==> src/jemm_pkg.sv <==
// Package for the jitter EMA migration monitor: field widths, fixed constants,
// configuration register indexes and the derived widths of the shared datapath.
// Depends on nothing; every other file of the block imports it.
`default_nettype none

package jemm_pkg;

    // Field widths of the channels and of the configuration registers.
    localparam int JIT_W   = 8;
    localparam int THR_W   = 8;
    localparam int WGT_W   = 7;
    localparam int SCORE_W = 7;
    localparam int CNTR_W  = 32;
    localparam int CFG_IDX_W  = 1;
    localparam int CFG_DATA_W = 8;

    // Configuration register indexes.
    localparam logic [CFG_IDX_W-1:0] CFG_THRESHOLD = 1'b0;
    localparam logic [CFG_IDX_W-1:0] CFG_WEIGHT    = 1'b1;

    // Reset values of the configuration registers.
    localparam logic [THR_W-1:0] THR_RESET = 8'd5;
    localparam logic [WGT_W-1:0] WGT_RESET = 7'd30;

    // Input operation codes.
    localparam logic OP_SAMPLE    = 1'b0;
    localparam logic OP_INFERENCE = 1'b1;

    // Smoothing scale of the moving average.
    localparam int SMOOTH_SCALE = 100;

    // Stability score constants.
    localparam logic [SCORE_W-1:0] SCORE_MAX = 7'd100;
    localparam logic [SCORE_W-1:0] SCORE_LOW = 7'd30;
    localparam int PEN_SHIFT = 2;   // penalty of five is (d << 2) + d
    localparam int PEN_W     = JIT_W + 3;

    // Recovery score*95/100 as a multiply by 95*ceil(2^19/100) and a shift by 19.
    // Exact for every 7-bit score.
    localparam int REC_SHIFT = 19;
    localparam int REC_W     = 19;
    localparam logic [REC_W-1:0] REC_MUL = 19'd498085;

    // Event rate test: rate >= 21 percent holds exactly when 100*high >= 21*infer.
    localparam int INF_MIN  = 10;
    localparam int RATE_NUM = 100;
    localparam int RATE_DEN = 21;
    localparam int RATE_W   = CNTR_W + 9;

    // Derived widths of the iterative multiplier and divider.
    localparam int SW_W  = $clog2(SMOOTH_SCALE + 1);
    localparam int MPW   = (SW_W > SCORE_W) ? SW_W : SCORE_W;
    localparam int AW    = $clog2(SMOOTH_SCALE * 255 + 1);
    localparam int RW    = $clog2(SMOOTH_SCALE);
    localparam int ACC_W = (AW > MPW + REC_W) ? AW : MPW + REC_W;
    localparam int CNT_W = $clog2((AW > MPW) ? AW : MPW);
    localparam int ALU_W = RATE_W;

endpackage

`default_nettype wire

==> src/jemm_alu.sv <==
// Shared add/subtract unit of the jitter EMA migration monitor.
// Depends on jemm_pkg for the datapath width.
`default_nettype none

module jemm_alu
    import jemm_pkg::*;
(
    input  wire logic [ALU_W-1:0] a,
    input  wire logic [ALU_W-1:0] b,
    input  wire logic             sub,
    output logic      [ALU_W-1:0] sum,
    output logic                  cout
);

    logic [ALU_W-1:0] b_op;
    logic [ALU_W:0]   full;

    // Subtraction is a plus the inverted b plus one; carry out means no borrow.
    assign b_op = sub ? ~b : b;
    assign full = {1'b0, a} + {1'b0, b_op} + {{ALU_W{1'b0}}, sub};
    assign sum  = full[ALU_W-1:0];
    assign cout = full[ALU_W];

endmodule

`default_nettype wire

==> src/jitter_ema_migration_monitor_unit.sv <==
// Top level of the jitter EMA migration monitor: sequencer, state and output register.
// Depends on jemm_pkg and on the shared adder jemm_alu.
`default_nettype none

// Usage.
// The input channel (s_valid/s_ready) takes one item: s_op selects a jitter
// sample (s_jitter_percent used) or an inference-done event. Every item gives
// exactly one result item on the m_ channel: migration flag, migrate decision,
// stability score and smoothed jitter, all after this item's update.
// All arithmetic runs through one shared adder under a small sequencer, so the
// block takes one item at a time and s_ready is low while it works.
// An inference event only counts; a first (seeding) sample skips the average
// update, while a later sample runs it through the shift-add multiplier (7 steps
// per product) and the restoring divider by the smoothing scale (15 steps), both
// on the shared adder.
// Results wait in an output register; a new item is accepted while a result
// waits, but its result is held back until the receiver takes the earlier one.
// Configuration writes (cfg_wr_en, cfg_index, cfg_wdata) take effect at once; the
// user must make them only while the block is idle: the block does not enforce it.
// aresetn is synchronous and active low: it restores the register defaults
// (threshold 5, weight 30), a score of 100, clears the average and counters.

module jitter_ema_migration_monitor_unit
    import jemm_pkg::*;
(
    input  wire logic                  aclk,
    input  wire logic                  aresetn,
    input  wire logic                  cfg_wr_en,
    input  wire logic [CFG_IDX_W-1:0]  cfg_index,
    input  wire logic [CFG_DATA_W-1:0] cfg_wdata,
    input  wire logic                  s_valid,
    output logic                       s_ready,
    input  wire logic                  s_op,
    input  wire logic [JIT_W-1:0]      s_jitter_percent,
    output logic                       m_valid,
    input  wire logic                  m_ready,
    output logic                       m_migration_flag,
    output logic                       m_migrate_now,
    output logic      [SCORE_W-1:0]    m_stability,
    output logic      [JIT_W-1:0]      m_smoothed_jitter
);

    // Sequencer state codes.
    localparam logic [3:0] ST_IDLE = 4'd0;
    localparam logic [3:0] ST_MULA = 4'd1;
    localparam logic [3:0] ST_MULB = 4'd2;
    localparam logic [3:0] ST_DIV  = 4'd3;
    localparam logic [3:0] ST_CMP  = 4'd4;
    localparam logic [3:0] ST_PEN  = 4'd5;
    localparam logic [3:0] ST_SUB  = 4'd6;
    localparam logic [3:0] ST_DADD = 4'd7;
    localparam logic [3:0] ST_MULR = 4'd8;
    localparam logic [3:0] ST_RFIN = 4'd9;
    localparam logic [3:0] ST_INF  = 4'd10;
    localparam logic [3:0] ST_DONE = 4'd11;

    localparam int CMPW = (SW_W > WGT_W) ? SW_W : WGT_W;

    logic [3:0]         state_reg;
    logic [3:0]         state_next;

    // Configuration and block state.
    logic [THR_W-1:0]   thr_reg;
    logic [WGT_W-1:0]   wgt_reg;
    logic [JIT_W-1:0]   ema_reg;
    logic               seeded_reg;
    logic [JIT_W-1:0]   last_jit_reg;
    logic [SCORE_W-1:0] score_reg;
    logic               flag_reg;
    logic [CNTR_W-1:0]  high_cnt_reg;
    logic [CNTR_W-1:0]  inf_cnt_reg;
    logic [RATE_W-1:0]  rate_reg;
    logic               high_inc_reg;

    // Datapath working registers.
    logic [ACC_W-1:0]   acc_reg;
    logic [ACC_W-1:0]   mcand_reg;
    logic [MPW-1:0]     mplier_reg;
    logic [RW-1:0]      rem_reg;
    logic [CNT_W-1:0]   cnt_reg;
    logic [PEN_W-1:0]   pen_reg;

    // Output register.
    logic               m_valid_reg;
    logic               m_flag_reg;
    logic               m_migrate_reg;
    logic [SCORE_W-1:0] m_score_reg;
    logic [JIT_W-1:0]   m_ema_reg;

    // Shared adder operands.
    logic [ALU_W-1:0]   alu_a;
    logic [ALU_W-1:0]   alu_b;
    logic               alu_sub;
    logic [ALU_W-1:0]   alu_sum;
    logic               alu_cout;

    logic               accept;
    logic               cnt_last;
    logic [SW_W-1:0]    w_eff;
    logic [SW_W-1:0]    w_rest;
    logic [RW:0]        div_trial;
    logic [AW-1:0]      div_q;
    logic               above;
    logic [SCORE_W-1:0] rec_q;
    logic               out_free;
    logic               migrate_now;

    assign accept   = s_valid && s_ready;
    assign s_ready  = (state_reg == ST_IDLE);
    assign cnt_last = (cnt_reg == '0);
    assign out_free = !m_valid_reg || m_ready;

    // Weight limited to the smoothing scale, and its complement.
    assign w_eff  = (CMPW'(wgt_reg) > CMPW'(SMOOTH_SCALE)) ?
                    SW_W'(SMOOTH_SCALE) : SW_W'(wgt_reg);
    assign w_rest = SW_W'(SMOOTH_SCALE) - w_eff;

    // One restoring division step: next dividend bit joins the remainder.
    assign div_trial = {rem_reg, acc_reg[AW-1]};
    assign div_q     = {acc_reg[AW-2:0], alu_cout};

    // Average above threshold when ema - thr leaves no borrow and is non-zero.
    assign above = alu_cout && (alu_sum[JIT_W-1:0] != '0);
    assign rec_q = acc_reg[REC_SHIFT +: SCORE_W];

    // Decision from the raw sample, the score and the event rate.
    assign migrate_now = (last_jit_reg > thr_reg) || (score_reg < SCORE_LOW) ||
                         ((inf_cnt_reg > CNTR_W'(INF_MIN)) && !rate_reg[RATE_W-1]);

    // Operand selection for the shared adder.
    always_comb begin
        alu_a   = '0;
        alu_b   = '0;
        alu_sub = 1'b0;
        case (state_reg)
            ST_MULA, ST_MULB, ST_MULR: begin
                alu_a = ALU_W'(acc_reg);
                alu_b = mplier_reg[0] ? ALU_W'(mcand_reg) : '0;
            end
            ST_DIV: begin
                alu_a   = ALU_W'(div_trial);
                alu_b   = ALU_W'(SMOOTH_SCALE);
                alu_sub = 1'b1;
            end
            ST_CMP: begin
                alu_a   = ALU_W'(ema_reg);
                alu_b   = ALU_W'(thr_reg);
                alu_sub = 1'b1;
            end
            ST_PEN: begin
                alu_a = ALU_W'({pen_reg, {PEN_SHIFT{1'b0}}});
                alu_b = ALU_W'(pen_reg);
            end
            ST_SUB: begin
                alu_a   = ALU_W'(score_reg);
                alu_b   = ALU_W'(pen_reg);
                alu_sub = 1'b1;
            end
            ST_DADD: begin
                alu_a = rate_reg;
                alu_b = ALU_W'(RATE_NUM);
            end
            ST_INF: begin
                alu_a   = rate_reg;
                alu_b   = ALU_W'(RATE_DEN);
                alu_sub = 1'b1;
            end
            ST_RFIN: begin
                alu_a = ALU_W'(rec_q);
                alu_b = ALU_W'(1);
            end
            default: begin
                alu_a   = '0;
                alu_b   = '0;
                alu_sub = 1'b0;
            end
        endcase
    end

    jemm_alu u_alu (
        .a    (alu_a),
        .b    (alu_b),
        .sub  (alu_sub),
        .sum  (alu_sum),
        .cout (alu_cout)
    );

    // Sequencer transitions.
    always_comb begin
        state_next = state_reg;
        unique case (state_reg)
            ST_IDLE: begin
                if (accept) begin
                    if (s_op == OP_INFERENCE) begin
                        state_next = ST_INF;
                    end else if (!seeded_reg) begin
                        state_next = ST_CMP;
                    end else begin
                        state_next = ST_MULA;
                    end
                end
            end
            ST_MULA: if (cnt_last) state_next = ST_MULB;
            ST_MULB: if (cnt_last) state_next = ST_DIV;
            ST_DIV:  if (cnt_last) state_next = ST_CMP;
            ST_CMP:  state_next = above ? ST_PEN : ST_MULR;
            ST_PEN:  state_next = ST_SUB;
            ST_SUB:  state_next = ST_DADD;
            ST_DADD: state_next = ST_DONE;
            ST_MULR: if (cnt_last) state_next = ST_RFIN;
            ST_RFIN: state_next = ST_DONE;
            ST_INF:  state_next = ST_DONE;
            ST_DONE: if (out_free) state_next = ST_IDLE;
            default: state_next = ST_IDLE;
        endcase
    end

    // Control state, configuration and block state.
    always_ff @(posedge aclk) begin
        if (!aresetn) begin
            state_reg    <= ST_IDLE;
            thr_reg      <= THR_RESET;
            wgt_reg      <= WGT_RESET;
            ema_reg      <= '0;
            seeded_reg   <= 1'b0;
            last_jit_reg <= '0;
            score_reg    <= SCORE_MAX;
            flag_reg     <= 1'b0;
            high_cnt_reg <= '0;
            inf_cnt_reg  <= '0;
            rate_reg     <= '0;
            high_inc_reg <= 1'b0;
            m_valid_reg  <= 1'b0;
        end else begin
            state_reg <= state_next;

            // Configuration writes.
            if (cfg_wr_en) begin
                unique case (cfg_index)
                    CFG_THRESHOLD: thr_reg <= cfg_wdata[THR_W-1:0];
                    CFG_WEIGHT:    wgt_reg <= cfg_wdata[WGT_W-1:0];
                    default:       ;
                endcase
            end

            // The first sample seeds the average directly.
            if (accept && (s_op == OP_SAMPLE)) begin
                last_jit_reg <= s_jitter_percent;
                if (!seeded_reg) begin
                    ema_reg    <= s_jitter_percent;
                    seeded_reg <= 1'b1;
                end
            end

            // Quotient of the final division step is the new average.
            if ((state_reg == ST_DIV) && cnt_last) begin
                ema_reg <= div_q[JIT_W-1:0];
            end

            if (state_reg == ST_CMP) begin
                high_inc_reg <= (high_cnt_reg != '1);
            end

            // Penalty applied with a floor at zero.
            if (state_reg == ST_SUB) begin
                score_reg <= alu_cout ? alu_sum[SCORE_W-1:0] : '0;
                flag_reg  <= 1'b1;
            end

            // High event: bump the counter and the rate balance unless saturated.
            if ((state_reg == ST_DADD) && high_inc_reg) begin
                high_cnt_reg <= high_cnt_reg + CNTR_W'(1);
                rate_reg     <= alu_sum;
            end

            // Recovery step, plus one while below the maximum.
            if (state_reg == ST_RFIN) begin
                score_reg <= (rec_q < SCORE_MAX) ? alu_sum[SCORE_W-1:0] : rec_q;
                flag_reg  <= 1'b0;
            end

            // Inference event only counts.
            if ((state_reg == ST_INF) && (inf_cnt_reg != '1)) begin
                inf_cnt_reg <= inf_cnt_reg + CNTR_W'(1);
                rate_reg    <= alu_sum;
            end

            // Output register handshake.
            if ((state_reg == ST_DONE) && out_free) begin
                m_valid_reg <= 1'b1;
            end else if (m_ready) begin
                m_valid_reg <= 1'b0;
            end
        end
    end

    // Multiplier, divider and penalty working registers.
    always_ff @(posedge aclk) begin
        case (state_reg)
            ST_IDLE: begin
                acc_reg    <= '0;
                mcand_reg  <= ACC_W'(s_jitter_percent);
                mplier_reg <= MPW'(w_eff);
                cnt_reg    <= CNT_W'(MPW - 1);
            end
            ST_MULA, ST_MULB, ST_MULR: begin
                acc_reg    <= alu_sum[ACC_W-1:0];
                mcand_reg  <= {mcand_reg[ACC_W-2:0], 1'b0};
                mplier_reg <= mplier_reg >> 1;
                cnt_reg    <= cnt_reg - CNT_W'(1);
                if (cnt_last && (state_reg == ST_MULA)) begin
                    mcand_reg  <= ACC_W'(ema_reg);
                    mplier_reg <= MPW'(w_rest);
                    cnt_reg    <= CNT_W'(MPW - 1);
                end else if (cnt_last && (state_reg == ST_MULB)) begin
                    rem_reg <= '0;
                    cnt_reg <= CNT_W'(AW - 1);
                end
            end
            ST_DIV: begin
                rem_reg <= alu_cout ? alu_sum[RW-1:0] : div_trial[RW-1:0];
                acc_reg <= ACC_W'(div_q);
                cnt_reg <= cnt_reg - CNT_W'(1);
            end
            ST_CMP: begin
                pen_reg    <= PEN_W'(alu_sum[JIT_W-1:0]);
                acc_reg    <= '0;
                mcand_reg  <= ACC_W'(REC_MUL);
                mplier_reg <= MPW'(score_reg);
                cnt_reg    <= CNT_W'(MPW - 1);
            end
            ST_PEN: begin
                pen_reg <= alu_sum[PEN_W-1:0];
            end
            default: ;
        endcase
    end

    // Result captured once the output register is free.
    always_ff @(posedge aclk) begin
        if ((state_reg == ST_DONE) && out_free) begin
            m_flag_reg    <= flag_reg;
            m_migrate_reg <= migrate_now;
            m_score_reg   <= score_reg;
            m_ema_reg     <= ema_reg;
        end
    end

    assign m_valid           = m_valid_reg;
    assign m_migration_flag  = m_flag_reg;
    assign m_migrate_now     = m_migrate_reg;
    assign m_stability       = m_score_reg;
    assign m_smoothed_jitter = m_ema_reg;

endmodule

`default_nettype wire
==> config.mk <==
export PLATFORM = sky130hd
export DESIGN_NAME = jitter_ema_migration_monitor_unit
export DESIGN_NICKNAME = d
export VERILOG_FILES = /design/src/jemm_pkg.sv /design/src/jemm_alu.sv /design/src/jitter_ema_migration_monitor_unit.sv
export SDC_FILE = /design/constraint.sdc
export NUM_CORES = 1
export LEC_CHECK = 0
export ABC_AREA = 0
export BUFFER_PORTS_ARGS = -buffer_cell sky130_fd_sc_hd__buf_2
export CAP_MARGIN = 20
export CORE_MARGIN = 5
export CORE_UTILIZATION = 40
export DETAILED_ROUTE_END_ITERATION = 8
export PLACE_DENSITY = 0.63
export SLEW_MARGIN = 40
export SYNTH_ARGS = -nofsm -noshare
export SYNTH_HDL_FRONTEND = slang
export SYNTH_SLANG_ARGS = --single-unit
==> constraint.sdc <==
create_clock -name aclk -period 11.52 [get_ports aclk]
set_input_delay 1.728 -clock aclk [delete_from_list [all_inputs] [get_ports aclk]]
set_output_delay 1.728 -clock aclk [all_outputs]
set_load 0.02 [all_outputs]
==> results.toml <==
[synthesis]
syn_area_um2 = 14100
synth_edf_count = 98
postSynth.asyncResetShare_pct = 0
synth_top_area_share_pct = 21.4
synthTopCellsByArea = "dfxtp_1 21%, edfxtp_1 21%, nand2_1 5.9%"
synth_warnings = 0
ys_seq_elements = 249
yosys.cell_types.count = 68
syn_area_per_cell_um2 = 8.70
ys_seq_area_share_pct = 42.2
yosys.area.top_type = "dfxtp_1"
synth_ff_type = "dfxtp_1"
synth_fp_nets = 1704
syn_inst = 1627

[clocking]
post_cts_buffers = 0
cts.sinks = 249
htree_levels = 1
worstSkewPairLatency_ns = 0.56
clock_path_buffers = 3
cts.repair.resized = 0
cts_hold_buf = 0
cts_root_buf = "clkbuf_16"
cts_buffers = 28
clkSlewWorstSetupHoldPaths_ns = 0.06
cts_tree = "done"

[setup_path]
critPathKind = "register to register"
cp.arrival_ns = 6.20
end_kind = "register"
cp_max_fo = 44
startpoint_type = "register"
critPathRequiredTime_ns = 11.96

[timing]
rsz0062_at_grt = "no"
hold_slack_ns = 0.441
max_slew_margin_pct = 38.3
setup_viol = 0
period_needed_ns = 5.76
slew_violations = 0
max_freq_ghz = 0.174
worstMarginPinSlew_ns = 0.919
clock_skew_ns = 0.0264
fin_tns_setup_ns = 0
hold_viol = 0
fin_crit_sh_pct = 50.0

[floorplanning]
start_util_pct = 40.8
ios = 42
coreArea_um2 = 34700
rows = 68
die_width_um = 198
fp.dieH_um = 198
die_area_um2 = 39200

[global_route]
grt_max_degree = 62
grt_overflow = 0
grt_pass1_wl_um = 64300
first_global_vias = 11678
antenna_found_initial = 0
grt_use_total_pct = 20.0

[cells_and_area]
drive_above_1_share_pct = 8.97
largest_reg_flops = 41
syn_to_final_growth_pct = 11.3
fill_cells = 3414
final-seq-area_um2 = 5970
fin_nets = 1705
n_antenna_cell = 0
multi_input_area_um2 = 7680
fin_area_um2 = 15800

[status]
outcome = "complete, no violations"

[detailed_routing]
vias = 12352
drt_first_pass_iters = 5
drc = 0
drt_wl_total_um = 40100
postRouteAntennaNets = 0
via_per_inst = 5.87
wl_per_cell_um = 19.1
initialDrtViolationCount = 1082

[pwr]
peakVddDrop_v = 0.000154
p_per_area_nw_per_um2 = 219
total_power_mw = 3.45
leakage_nw = 6.21

[job]
drv_cap = 0

[place]
port_buffers = 41
placed_area_um2 = 14800
place.gp.congestion = 0.922
dp_hpwl_um = 27600

[min_path]
min_path_type = "register to register"
==> worst max-delay path, cell delays in order, from the launching register on <==
cell and delay (ns):
dfxtp_1 0.31, buf_4 0.41, clkinv_1 0.42, or3_1 0.56, o21ai_1 0.45, a222oi_1 0.24
xnor2_1 0.22, fa_1 0.46, a21o_1 0.23, a311oi_1 0.46, o31ai_1 0.18, o21a_1 0.26
and4_1 0.21, a211oi_2 0.40, o21ai_0 0.32, a21o_1 0.25, a311oi_1 0.27
==> metal layers <==
metal | up-vias | track usage, % | wire length [um]
met5 | - | 0 | 0
met4 | 0 | 5.87 | 1220
met3 | 77 | 3.81 | 2750
met2 | 423 | 31.4 | 18100
met1 | 5906 | 28.2 | 18100
li1 | 5946 | - | -
==> final cells by class <==
class | count | share of cell area (%)
clock inverter | 22 | 1.55
inverter | 46 | 1.11
timing repair buffer | 64 | 2.40
sequential | 249 | 37.9
multi-input combinational | 1239 | 48.7
tap | 455 | 3.61
clock buffer | 30 | 4.69
==> cell usage in the layout (no fill, tap or decap), types with 43 or more instances in the layout <==
cell | netlist | layout
nand2_1 | 221 | 221
nor2_1 | 154 | 149
dfxtp_1 | 151 | 149
a21oi_1 | 109 | 108
edfxtp_1 | 98 | 98
o21ai_0 | 94 | 94
nand3_1 | 68 | 68
xnor2_1 | 53 | 53
ha_1 | 53 | 53
xor2_1 | 43 | 43
==> synthesized netlist by cell type, drive strengths merged, types with 5 or more instances <==
| library cell | n |
|---|---|
| a31oi | 15 |
| or3 | 28 |
| a22oi | 18 |
| nand3 | 68 |
| mux2i | 29 |
| a31o | 6 |
| and2 | 13 |
| inv | 44 |
| edfxtp | 98 |
| o21ai | 97 |
| nor2 | 155 |
| a21o | 26 |
| a222oi | 11 |
| o31ai | 6 |
| a21oi | 110 |
| o21a | 11 |
| xnor2 | 53 |
| o31a | 5 |
| xor2 | 43 |
| nand4 | 31 |
| nor2b | 14 |
| and4 | 7 |
| a211oi | 8 |
| and3 | 42 |
| o21bai | 10 |
| dfxtp | 151 |
| buf | 18 |
| ha | 53 |
| o22ai | 7 |
| nand2b | 10 |
| a211o | 5 |
| a311oi | 13 |
| nand2 | 221 |
| clkbuf | 75 |
| nand3b | 6 |
| o211ai | 15 |
| nor3 | 22 |
| a22o | 25 |
| a221o | 13 |
| nor4 | 14 |
==> stage by stage <==
step | worst slack, ns | std cells | utilization, %
after global routing | 5.45 | 2105 | 45.4
after detailed placement | 5.84 | 2053 | 42.5
after global placement | 5.78 | 2053 | 42.5
final | 5.76 | 2105 | 45.4
after floorplan | 6.91 | 1627 | -
after CTS | 5.79 | 2105 | 45.3
==> cell families after synthesis <==
| logic type | count (synthesis) | synth area share [%] |
|---|---|---|
| XOR/XNOR | 96 | 5.94 |
| flip-flops | 249 | 42.2 |
| buffers and inverters | 139 | 3.89 |
| AO/OA/AOI/OAI | 420 | 19.9 |
| adder cells (fa/ha/maj) | 55 | 4.90 |
| AND/OR/NAND/NOR | 638 | 21.0 |
| multiplexers | 30 | 2.13 |
==> final timing paths <==
kind | start | endpoint | slack (ns) | depth (start not counted)
worst max register to register | state_reg[1]$_SDFFE_PN0P_ | rate_reg[36]$_SDFFE_PN0P_ | 5.76 | 16
worst max-delay path | state_reg[1]$_SDFFE_PN0P_ | rate_reg[36]$_SDFFE_PN0P_ | 5.76 | 16
worst min-delay path | flag_reg$_SDFFE_PP0N_ | m_migration_flag$_DFFE_PP_ | 0.44 | 0
worst min register to register | flag_reg$_SDFFE_PP0N_ | m_migration_flag$_DFFE_PP_ | 0.44 | 0
==> where the power goes <==
group	total [mW]	internal (mW)	switching, mW
Combinational	1.29	0.415	0.879
Sequential	1.21	1.10	0.112
Clock	0.947	0.558	0.388
Total	3.45	2.07	1.38
(Power assumes the default switching activity.)
